**src/hdl/hrrc_pkg.sv**
```systemverilog
// Package for the heart rate report conditioner.
// Register indexes, field widths and reset values; no dependencies.
package hrrc_pkg;

  // Field widths
  localparam int unsigned RATE_W   = 12;
  localparam int unsigned AVG_W    = 20;
  localparam int unsigned ALPHA_W  = 9;
  localparam int unsigned SAMPLE_W = 16;
  localparam int unsigned MS_W     = 16;
  localparam int unsigned DEC_W    = 4;
  localparam int unsigned STAMP_W  = 32;
  localparam int unsigned CFG_W    = 16;
  localparam int unsigned IDX_W    = 3;

  // Time arithmetic width default
  localparam int unsigned TIME_BITS_DEF = 32;

  // Configuration register indexes
  typedef enum logic [IDX_W-1:0] {
    REG_SETTLE_WINDOW = 3'd0,
    REG_REFRACTORY    = 3'd1,
    REG_RATE_MIN      = 3'd2,
    REG_RATE_MAX      = 3'd3,
    REG_PUBLISH_GAP   = 3'd4,
    REG_DECIM_LOG2    = 3'd5,
    REG_ALPHA         = 3'd6
  } cfg_reg_t;

  // Reset values of the configuration registers
  localparam logic [MS_W-1:0]    SETTLE_RST  = 16'd3000;
  localparam logic [MS_W-1:0]    REFRACT_RST = 16'd250;
  localparam logic [RATE_W-1:0]  RMIN_RST    = 12'd640;
  localparam logic [RATE_W-1:0]  RMAX_RST    = 12'd2880;
  localparam logic [MS_W-1:0]    PUBLISH_RST = 16'd2000;
  localparam logic [DEC_W-1:0]   DECIM_RST   = 4'd4;
  localparam logic [ALPHA_W-1:0] ALPHA_RST   = 9'd72;

  // Largest effective decimation exponent and alpha (1.0 in Q1.8)
  localparam logic [DEC_W-1:0]   DECIM_MAX = 4'd8;
  localparam logic [ALPHA_W-1:0] ALPHA_ONE = 9'd256;

endpackage

```
**src/hdl/hrrc_avg.sv**
```systemverilog
// Exponential average update for the rate conditioner.
// Uses hrrc_pkg widths; pure combinational, one signed multiply.
module hrrc_avg (
  input  logic [hrrc_pkg::AVG_W-1:0]   smoothed,
  input  logic [hrrc_pkg::RATE_W-1:0]  rate,
  input  logic [hrrc_pkg::ALPHA_W-1:0] alpha,
  output logic [hrrc_pkg::AVG_W-1:0]   smoothed_next
);

  logic [hrrc_pkg::AVG_W-1:0] rate_q;
  logic signed [20:0]         diff;
  logic signed [9:0]          alpha_s;
  logic signed [30:0]         prod;
  logic signed [30:0]         prod_sh;
  logic signed [22:0]         upd;

  // s' = ((256-a)*s + a*r) >> 8 = s + floor(a*(r-s)/256)
  always_comb begin
    rate_q  = {rate, 8'd0};
    diff    = $signed({1'b0, rate_q}) - $signed({1'b0, smoothed});
    alpha_s = $signed({1'b0, alpha});
    prod    = diff * alpha_s;
    prod_sh = prod >>> 8;
    upd     = $signed({3'b000, smoothed}) + $signed(prod_sh[22:0]);
    if (smoothed == '0) begin
      // not seeded yet: take the rate as is
      smoothed_next = rate_q;
    end else begin
      smoothed_next = upd[hrrc_pkg::AVG_W-1:0];
    end
  end

endmodule

```
**src/hdl/heart_rate_report_conditioner.sv**
```systemverilog
// Heart rate report conditioner top level: config registers, input stage,
// report decision and result register. Depends on hrrc_pkg and hrrc_avg.
//
//  channel | signals                                   | direction
//  --------+-------------------------------------------+----------
//  in      | in_valid/in_ready, now_ms .. rate_bpm      | into block
//  out     | out_valid/out_ready, sample_valid .. rate  | out of block
//  cfg     | cfg_we, cfg_index, cfg_data                | into block
//
// One item per cycle sustained while out_ready is high; an accepted item
// passes the input register, then decision plus average multiply into the
// result register. State is updated when an item moves into the result
// register, so the next item always sees it. A stalled output holds one
// result and one item in the input register, then in_ready drops.
// rst is synchronous and restores the register defaults and clears state.
module heart_rate_report_conditioner #(
  parameter int unsigned TIME_BITS = hrrc_pkg::TIME_BITS_DEF
) (
  input  logic                                clk,
  input  logic                                rst,
  // configuration
  input  logic                                cfg_we,
  input  logic [hrrc_pkg::IDX_W-1:0]          cfg_index,
  input  logic [hrrc_pkg::CFG_W-1:0]          cfg_data,
  // input items
  input  logic                                in_valid,
  output logic                                in_ready,
  input  logic [hrrc_pkg::STAMP_W-1:0]        now_ms,
  input  logic [hrrc_pkg::STAMP_W-1:0]        leads_on_ms,
  input  logic signed [hrrc_pkg::SAMPLE_W-1:0] filtered_sample,
  input  logic                                beat_flag,
  input  logic [hrrc_pkg::RATE_W-1:0]         rate_bpm,
  // result items
  output logic                                out_valid,
  input  logic                                out_ready,
  output logic                                sample_valid,
  output logic signed [hrrc_pkg::SAMPLE_W-1:0] sample_out,
  output logic                                peak_valid,
  output logic [hrrc_pkg::RATE_W-1:0]         peak_rate,
  output logic                                smooth_valid,
  output logic [hrrc_pkg::RATE_W-1:0]         smooth_rate
);

  // configuration registers
  logic [hrrc_pkg::MS_W-1:0]    settle_window_ms;
  logic [hrrc_pkg::MS_W-1:0]    refractory_ms;
  logic [hrrc_pkg::RATE_W-1:0]  rate_min;
  logic [hrrc_pkg::RATE_W-1:0]  rate_max;
  logic [hrrc_pkg::MS_W-1:0]    publish_gap_ms;
  logic [hrrc_pkg::DEC_W-1:0]   decimation_log2;
  logic [hrrc_pkg::ALPHA_W-1:0] smoothing_alpha;

  // input stage
  logic                                 s1_valid;
  logic [hrrc_pkg::STAMP_W-1:0]         s1_now;
  logic [hrrc_pkg::STAMP_W-1:0]         s1_leads;
  logic signed [hrrc_pkg::SAMPLE_W-1:0] s1_sample;
  logic                                 s1_beat;
  logic [hrrc_pkg::RATE_W-1:0]          s1_rate;

  // block state
  logic [7:0]                 decimation_count;
  logic [TIME_BITS-1:0]       last_beat_ms;
  logic [TIME_BITS-1:0]       last_report_ms;
  logic [hrrc_pkg::AVG_W-1:0] smoothed_rate;

  // decision signals
  logic                                 go;
  logic [TIME_BITS-1:0]                 now_t;
  logic [TIME_BITS-1:0]                 leads_t;
  logic [TIME_BITS-1:0]                 el_leads;
  logic [TIME_BITS-1:0]                 el_beat;
  logic [TIME_BITS-1:0]                 el_report;
  logic                                 settling;
  logic                                 plausible;
  logic [hrrc_pkg::DEC_W-1:0]           dec_lg;
  logic [8:0]                           dec_span;
  logic [7:0]                           dec_mask;
  logic [hrrc_pkg::ALPHA_W-1:0]         alpha_eff;
  logic [hrrc_pkg::AVG_W-1:0]           avg_new;
  logic                                 take_beat;
  logic                                 upd_avg;
  logic                                 rep_peak;
  logic                                 rep_smooth;
  logic                                 samp_pass;

  // handshake: input register advances when the result slot frees up
  assign go       = s1_valid && (!out_valid || out_ready);
  assign in_ready = !s1_valid || go;

  // configuration writes
  always_ff @(posedge clk) begin
    if (rst) begin
      settle_window_ms <= hrrc_pkg::SETTLE_RST;
      refractory_ms    <= hrrc_pkg::REFRACT_RST;
      rate_min         <= hrrc_pkg::RMIN_RST;
      rate_max         <= hrrc_pkg::RMAX_RST;
      publish_gap_ms   <= hrrc_pkg::PUBLISH_RST;
      decimation_log2  <= hrrc_pkg::DECIM_RST;
      smoothing_alpha  <= hrrc_pkg::ALPHA_RST;
    end else if (cfg_we) begin
      unique case (hrrc_pkg::cfg_reg_t'(cfg_index))
        hrrc_pkg::REG_SETTLE_WINDOW: settle_window_ms <= cfg_data;
        hrrc_pkg::REG_REFRACTORY:    refractory_ms    <= cfg_data;
        hrrc_pkg::REG_RATE_MIN:      rate_min         <= cfg_data[hrrc_pkg::RATE_W-1:0];
        hrrc_pkg::REG_RATE_MAX:      rate_max         <= cfg_data[hrrc_pkg::RATE_W-1:0];
        hrrc_pkg::REG_PUBLISH_GAP:   publish_gap_ms   <= cfg_data;
        hrrc_pkg::REG_DECIM_LOG2:    decimation_log2  <= cfg_data[hrrc_pkg::DEC_W-1:0];
        hrrc_pkg::REG_ALPHA:         smoothing_alpha  <= cfg_data[hrrc_pkg::ALPHA_W-1:0];
        default: ;
      endcase
    end
  end

  // input register
  always_ff @(posedge clk) begin
    if (rst) begin
      s1_valid <= 1'b0;
    end else if (in_ready) begin
      s1_valid <= in_valid;
    end
  end

  always_ff @(posedge clk) begin
    if (in_ready && in_valid) begin
      s1_now    <= now_ms;
      s1_leads  <= leads_on_ms;
      s1_sample <= filtered_sample;
      s1_beat   <= beat_flag;
      s1_rate   <= rate_bpm;
    end
  end

  // smoothing arithmetic
  hrrc_avg u_avg (
    .smoothed      (smoothed_rate),
    .rate          (s1_rate),
    .alpha         (alpha_eff),
    .smoothed_next (avg_new)
  );

  // report decision for the item in the input register
  always_comb begin
    now_t     = TIME_BITS'(s1_now);
    leads_t   = TIME_BITS'(s1_leads);
    el_leads  = now_t - leads_t;
    el_beat   = now_t - last_beat_ms;
    el_report = now_t - last_report_ms;

    dec_lg    = decimation_log2[3] ? hrrc_pkg::DECIM_MAX : decimation_log2;
    dec_span  = 9'd1 << dec_lg;
    dec_mask  = 8'(dec_span - 9'd1);
    samp_pass = (decimation_count & dec_mask) == 8'd0;

    alpha_eff = (smoothing_alpha > hrrc_pkg::ALPHA_ONE) ? hrrc_pkg::ALPHA_ONE
                                                         : smoothing_alpha;

    settling  = (s1_leads != '0) && (el_leads < TIME_BITS'(settle_window_ms));
    plausible = (s1_rate >= rate_min) && (s1_rate <= rate_max);

    // beat past the refractory gap moves last_beat_ms even if implausible
    take_beat  = !settling && s1_beat && !(el_beat < TIME_BITS'(refractory_ms));
    rep_peak   = take_beat && plausible;
    rep_smooth = rep_peak ||
                 (!settling && !s1_beat && plausible &&
                  (el_report > TIME_BITS'(publish_gap_ms)));
    upd_avg    = rep_smooth;
  end

  // state update as the item moves into the result register
  always_ff @(posedge clk) begin
    if (rst) begin
      decimation_count <= '0;
      last_beat_ms     <= '0;
      last_report_ms   <= '0;
      smoothed_rate    <= '0;
    end else if (go) begin
      decimation_count <= decimation_count + 8'd1;
      if (take_beat) begin
        last_beat_ms <= now_t;
      end
      if (upd_avg) begin
        smoothed_rate  <= avg_new;
        last_report_ms <= now_t;
      end
    end
  end

  // result register
  always_ff @(posedge clk) begin
    if (rst) begin
      out_valid <= 1'b0;
    end else if (go) begin
      out_valid <= 1'b1;
    end else if (out_ready) begin
      out_valid <= 1'b0;
    end
  end

  always_ff @(posedge clk) begin
    if (go) begin
      sample_valid <= samp_pass;
      sample_out   <= samp_pass ? s1_sample : '0;
      peak_valid   <= rep_peak;
      peak_rate    <= rep_peak ? s1_rate : '0;
      smooth_valid <= rep_smooth;
      smooth_rate  <= rep_smooth ? avg_new[hrrc_pkg::AVG_W-1:8] : '0;
    end
  end

endmodule

```
**config.mk**
```make
export PLATFORM = sky130hd
export DESIGN_NAME = heart_rate_report_conditioner
export DESIGN_NICKNAME = d
export VERILOG_FILES = /design/src/hdl/hrrc_pkg.sv /design/src/hdl/hrrc_avg.sv /design/src/hdl/heart_rate_report_conditioner.sv
export SDC_FILE = /design/constraint.sdc
export NUM_CORES = 1
export LEC_CHECK = 0
export BUFFER_PORTS_ARGS = -buffer_cell sky130_fd_sc_hd__buf_2
export CELL_PAD_IN_SITES_DETAIL_PLACEMENT = 0
export CELL_PAD_IN_SITES_GLOBAL_PLACEMENT = 1
export CORE_ASPECT_RATIO = 1.4
export CORE_UTILIZATION = 40
export CTS_CLUSTER_SIZE = 12
export DETAILED_ROUTE_END_ITERATION = 12
export PLACE_DENSITY_LB_ADDON = 0.1
export SLEW_MARGIN = 20
export SYNTH_ARGS = -nofsm -noshare
export SYNTH_HDL_FRONTEND = slang
export SYNTH_SLANG_ARGS = --single-unit
```
**constraint.sdc**
```tcl
create_clock -name clk -period 9.6 [get_ports clk]
set_input_delay 0.48 -clock clk [delete_from_list [all_inputs] [get_ports clk]]
set_output_delay 0.48 -clock clk [all_outputs]
set_load 0.05 [all_outputs]
```
==> flow_metrics.py <==
metrics = {
    "run_status": {
        "outcome": "complete, no violations",
    },
    "global_route": {
        "grt_pass1_wl_um": 124000,
        "grt.busiest_layer": "met2",
        "antenna_found_initial": 4,
        "grt_max_degree": 127,
        "met2_usage": 0.488,
        "grt_use_met3": 0.0209,
        "grt_usage": 0.244,
        "met1_usage": 0.259,
        "grt_pass1_vias": 22000,
        "gr-total-overflow": 0,
    },
    "logic_synthesis": {
        "ys_warn_count": 0,
        "synth.cell_area_um2": 26300,
        "synth_area_per_cell_um2": 8.88,
        "synth-compound-area-share": 0.147,
        "synth-edff-count": 136,
        "synthFlopType": "dfxtp_1",
        "synthCells": 2959,
        "synth_fa_ha_area_frac": 0.236,
        "async_reset_ff_frac": 0,
        "ys_types": 101,
        "synth_top_family_by_area": "adder cells",
        "ys_seq_elements": 315,
        "syn-num-nets": 3482,
        "synthXorXnorAreaFrac": 0.0422,
        "synthMuxAreaShare": 0.0352,
        "yosysSeqAreaShare": 0.292,
        "yosys.area_share.simple": 0.176,
    },
    "sta": {
        "period_share": 0.953,
        "relSlewSlack": 0.275,
        "worst_clock_skew_ns": 0.0198,
        "drv_slew": 0,
        "max_freq_ghz": 0.109,
        "worst_pin_slew_ns": 1.09,
        "report.final.hold_viol_count": 0,
        "period_needed_ns": 9.15,
        "setup_violations": 0,
        "final.setup.tns_ns": 0,
        "rsz0062_at_grt": "false",
    },
    "route": {
        "drt-total-wl_um": 80700,
        "antenna_left": 0,
        "num_vias": 21400,
        "wl_per_cell_um": 20.3,
        "drt_iter0_markers": 995,
        "first_pass_iters": 5,
        "route.detailed.drc": 0,
        "vias_per_cell": 5.37,
    },
    "setup_path": {
        "cp.required_ns": 9.89,
        "slowest_stage": "fa_1",
        "endpoint_kind": "register",
        "critical_path.max_fanout": 6,
        "crit_top_cell": "fa_1",
        "timing_worst_setup_path_type": "reg -> reg",
        "critPathBufInv": 5,
        "arrival_ns": 9.45,
        "critPathTopFamily": "adder cells",
        "cp-start-kind": "register",
        "critPathMaxStageDelay_ns": 0.55,
    },
    "cts": {
        "cts_tree": "done",
        "clk_pin_slew_worst_paths_ns": 0.06,
        "htreeDepth": 2,
        "clk_latency_ns": 0.57,
        "cts_num_sinks": 315,
        "cts_buffers": 36,
        "hold_buffers": 0,
        "postCtsSetupBuffers": 0,
        "ctsLongestPathBuffers": 3,
        "cts-root-buf": "clkbuf_16",
    },
    "floorplan": {
        "rows": 110,
        "ios": 162,
        "die_h_um": 305,
        "initial_core_util": 0.407,
        "fp.dieW_um": 219,
        "core-area_um2": 64500,
        "fp.dieArea_um2": 66700,
    },
    "place": {
        "place_area_um2": 28100,
        "place_hpwl_um": 64700,
        "port_buffers": 161,
        "dp_cells": 3913,
        "gp_congestion": 0.898,
    },
    "pwr": {
        "pwr-share-clk": 0.159,
        "p_total_mw": 8.52,
        "swShare": 0.469,
        "p_per_area_nw_per_um2": 291,
        "pwr-share-comb": 0.651,
        "peakVddDrop_v": 0.000348,
        "p_int_mw": 4.52,
        "p_sw_mw": 4.00,
        "seqPwrFrac": 0.190,
        "p_leak_nw": 12.8,
    },
    "cells_and_area": {
        "nFillCells": 6377,
        "instances_no_fill": 3981,
        "post-route-cell-area_um2": 29300,
        "finalNetCount": 3634,
        "drive_gt1_frac": 0.107,
        "area_growth_syn_to_layout_pct": 11.4,
    },
    "job": {
        "maxCapViolations": 0,
    },
    "worst_hold_path": {
        "min_path_type": "in -> reg",
    },
}
==> state kept, by name, indices dropped and copies added (netlist names), 4 cells and up <==
register          cells
decimation_count      8
decimation_log2       4
last_beat_ms         32
last_report_ms       32
leads_t              32
now_t                32
peak_rate            12
publish_gap_ms       16
rate_max             12
rate_min             12
refractory_ms        16
s1_rate              12
s1_sample            16
sample_out           16
settle_window_ms     16
smooth_rate          12
smoothed_rate        20
smoothing_alpha       9
==> synthesized netlist by cell type (all sizes together) (27+ instances only) <==
cell type	count	area (um2)
inv	388	1460
nand2	321	1200
nor2	279	1050
ha	258	3230
a21oi	187	940
dfxtp	179	3580
fa	148	2960
edfxtp	136	4080
mux2i	90	901
xnor2	80	701
o21ai	79	399
clkbuf	71	268
and2	66	413
nor3	45	230
xor2	43	384
a211oi	40	360
nand2b	40	250
nand4	40	256
nor2b	40	250
nand3	38	195
a21o	33	248
o21a	29	218
a211o	28	245
nor4	27	184
==> per-layer routing <==
| metal | vias to the layer above | share of wire |
|---|---|---|
| met5 | - | 0.00027 |
| met4 | 4 | 0.033 |
| met3 | 134 | 0.025 |
| met2 | 389 | 0.56 |
| met1 | 10400 | 0.38 |
| li1 | 10400 | - |
==> what timing repair did <==
item / in CTS / in global routing
endpoints found under the setup margin: 0 / 5
endpoints found under the hold margin: 0 / 0
resized for setup: 0 / 9
==> layout by cell type, fill, tap and decap left out, types with 90 or more instances in the layout <==
| cell | count |
|---|---|
| fa_1 | 148 |
| ha_1 | 258 |
| edfxtp_1 | 136 |
| dfxtp_1 | 179 |
| a21oi_1 | 185 |
| mux2i_1 | 90 |
| buf_2 | 160 |
| nand2_1 | 321 |
| inv_1 | 388 |
| nor2_1 | 277 |
==> final cells by class <==
class                      count  area (um2)  area share
multi-input combinational   2165       16800       0.574
clock inverter                13         106     0.00364
sequential                   315        7670       0.262
tap                          840        1050      0.0359
antenna                        2        5.00    0.000171
clock buffer                  53        1030      0.0351
inverter                     389        1460      0.0499
timing repair buffer         204        1130      0.0388
==> worst paths after layout <==
| path | from | to | slack [ns] | cells past startpoint |
|---|---|---|---|---|
| worst max register to register | smoothed_rate[1] | smooth_rate[11] | 0.45 | 35 |
| worst min register to register | rate_max[7] | rate_max[7] | 0.45 | 2 |
| worst max-delay path | smoothed_rate[1] | smooth_rate[11] | 0.45 | 35 |
| worst min-delay path | leads_on_ms[19] | leads_t[19] | 0.09 | 1 |
==> power groups by stage <==
| stage | clock (mW) | sequential (mW) | combinational [mW] |
|---|---|---|---|
| CTS | 1.40 | 1.62 | 5.57 |
| detailed placement | 0 | 1.65 | 5.55 |
| global route | 1.45 | 1.63 | 6.22 |
| finish | 1.36 | 1.62 | 5.55 |
| global placement | 0 | 1.64 | 5.43 |
| floorplan | 0 | 1.71 | 4.01 |
==> cell families after synthesis <==
logic type	count (synthesis)
AO/OA/AOI/OAI	563
multiplexers	92
adder cells (fa/ha/maj)	406
flip-flops	315
XOR/XNOR	124
AND/OR/NAND/NOR	980
buffers and inverters	479
==> through the flow <==
stage | setup slack (ns) | hold WS [ns] | utilization
floorplan | 0.815 | 0.432 | -
global placement | 0.286 | 0.442 | 0.435
global route | 0.0157 | 0.0617 | 0.453
finish | 0.447 | 0.0896 | 0.453
CTS | 0.155 | 0.0472 | 0.452
detailed placement | 0.179 | 0.447 | 0.435
Power figures use the tool's default switching activity.
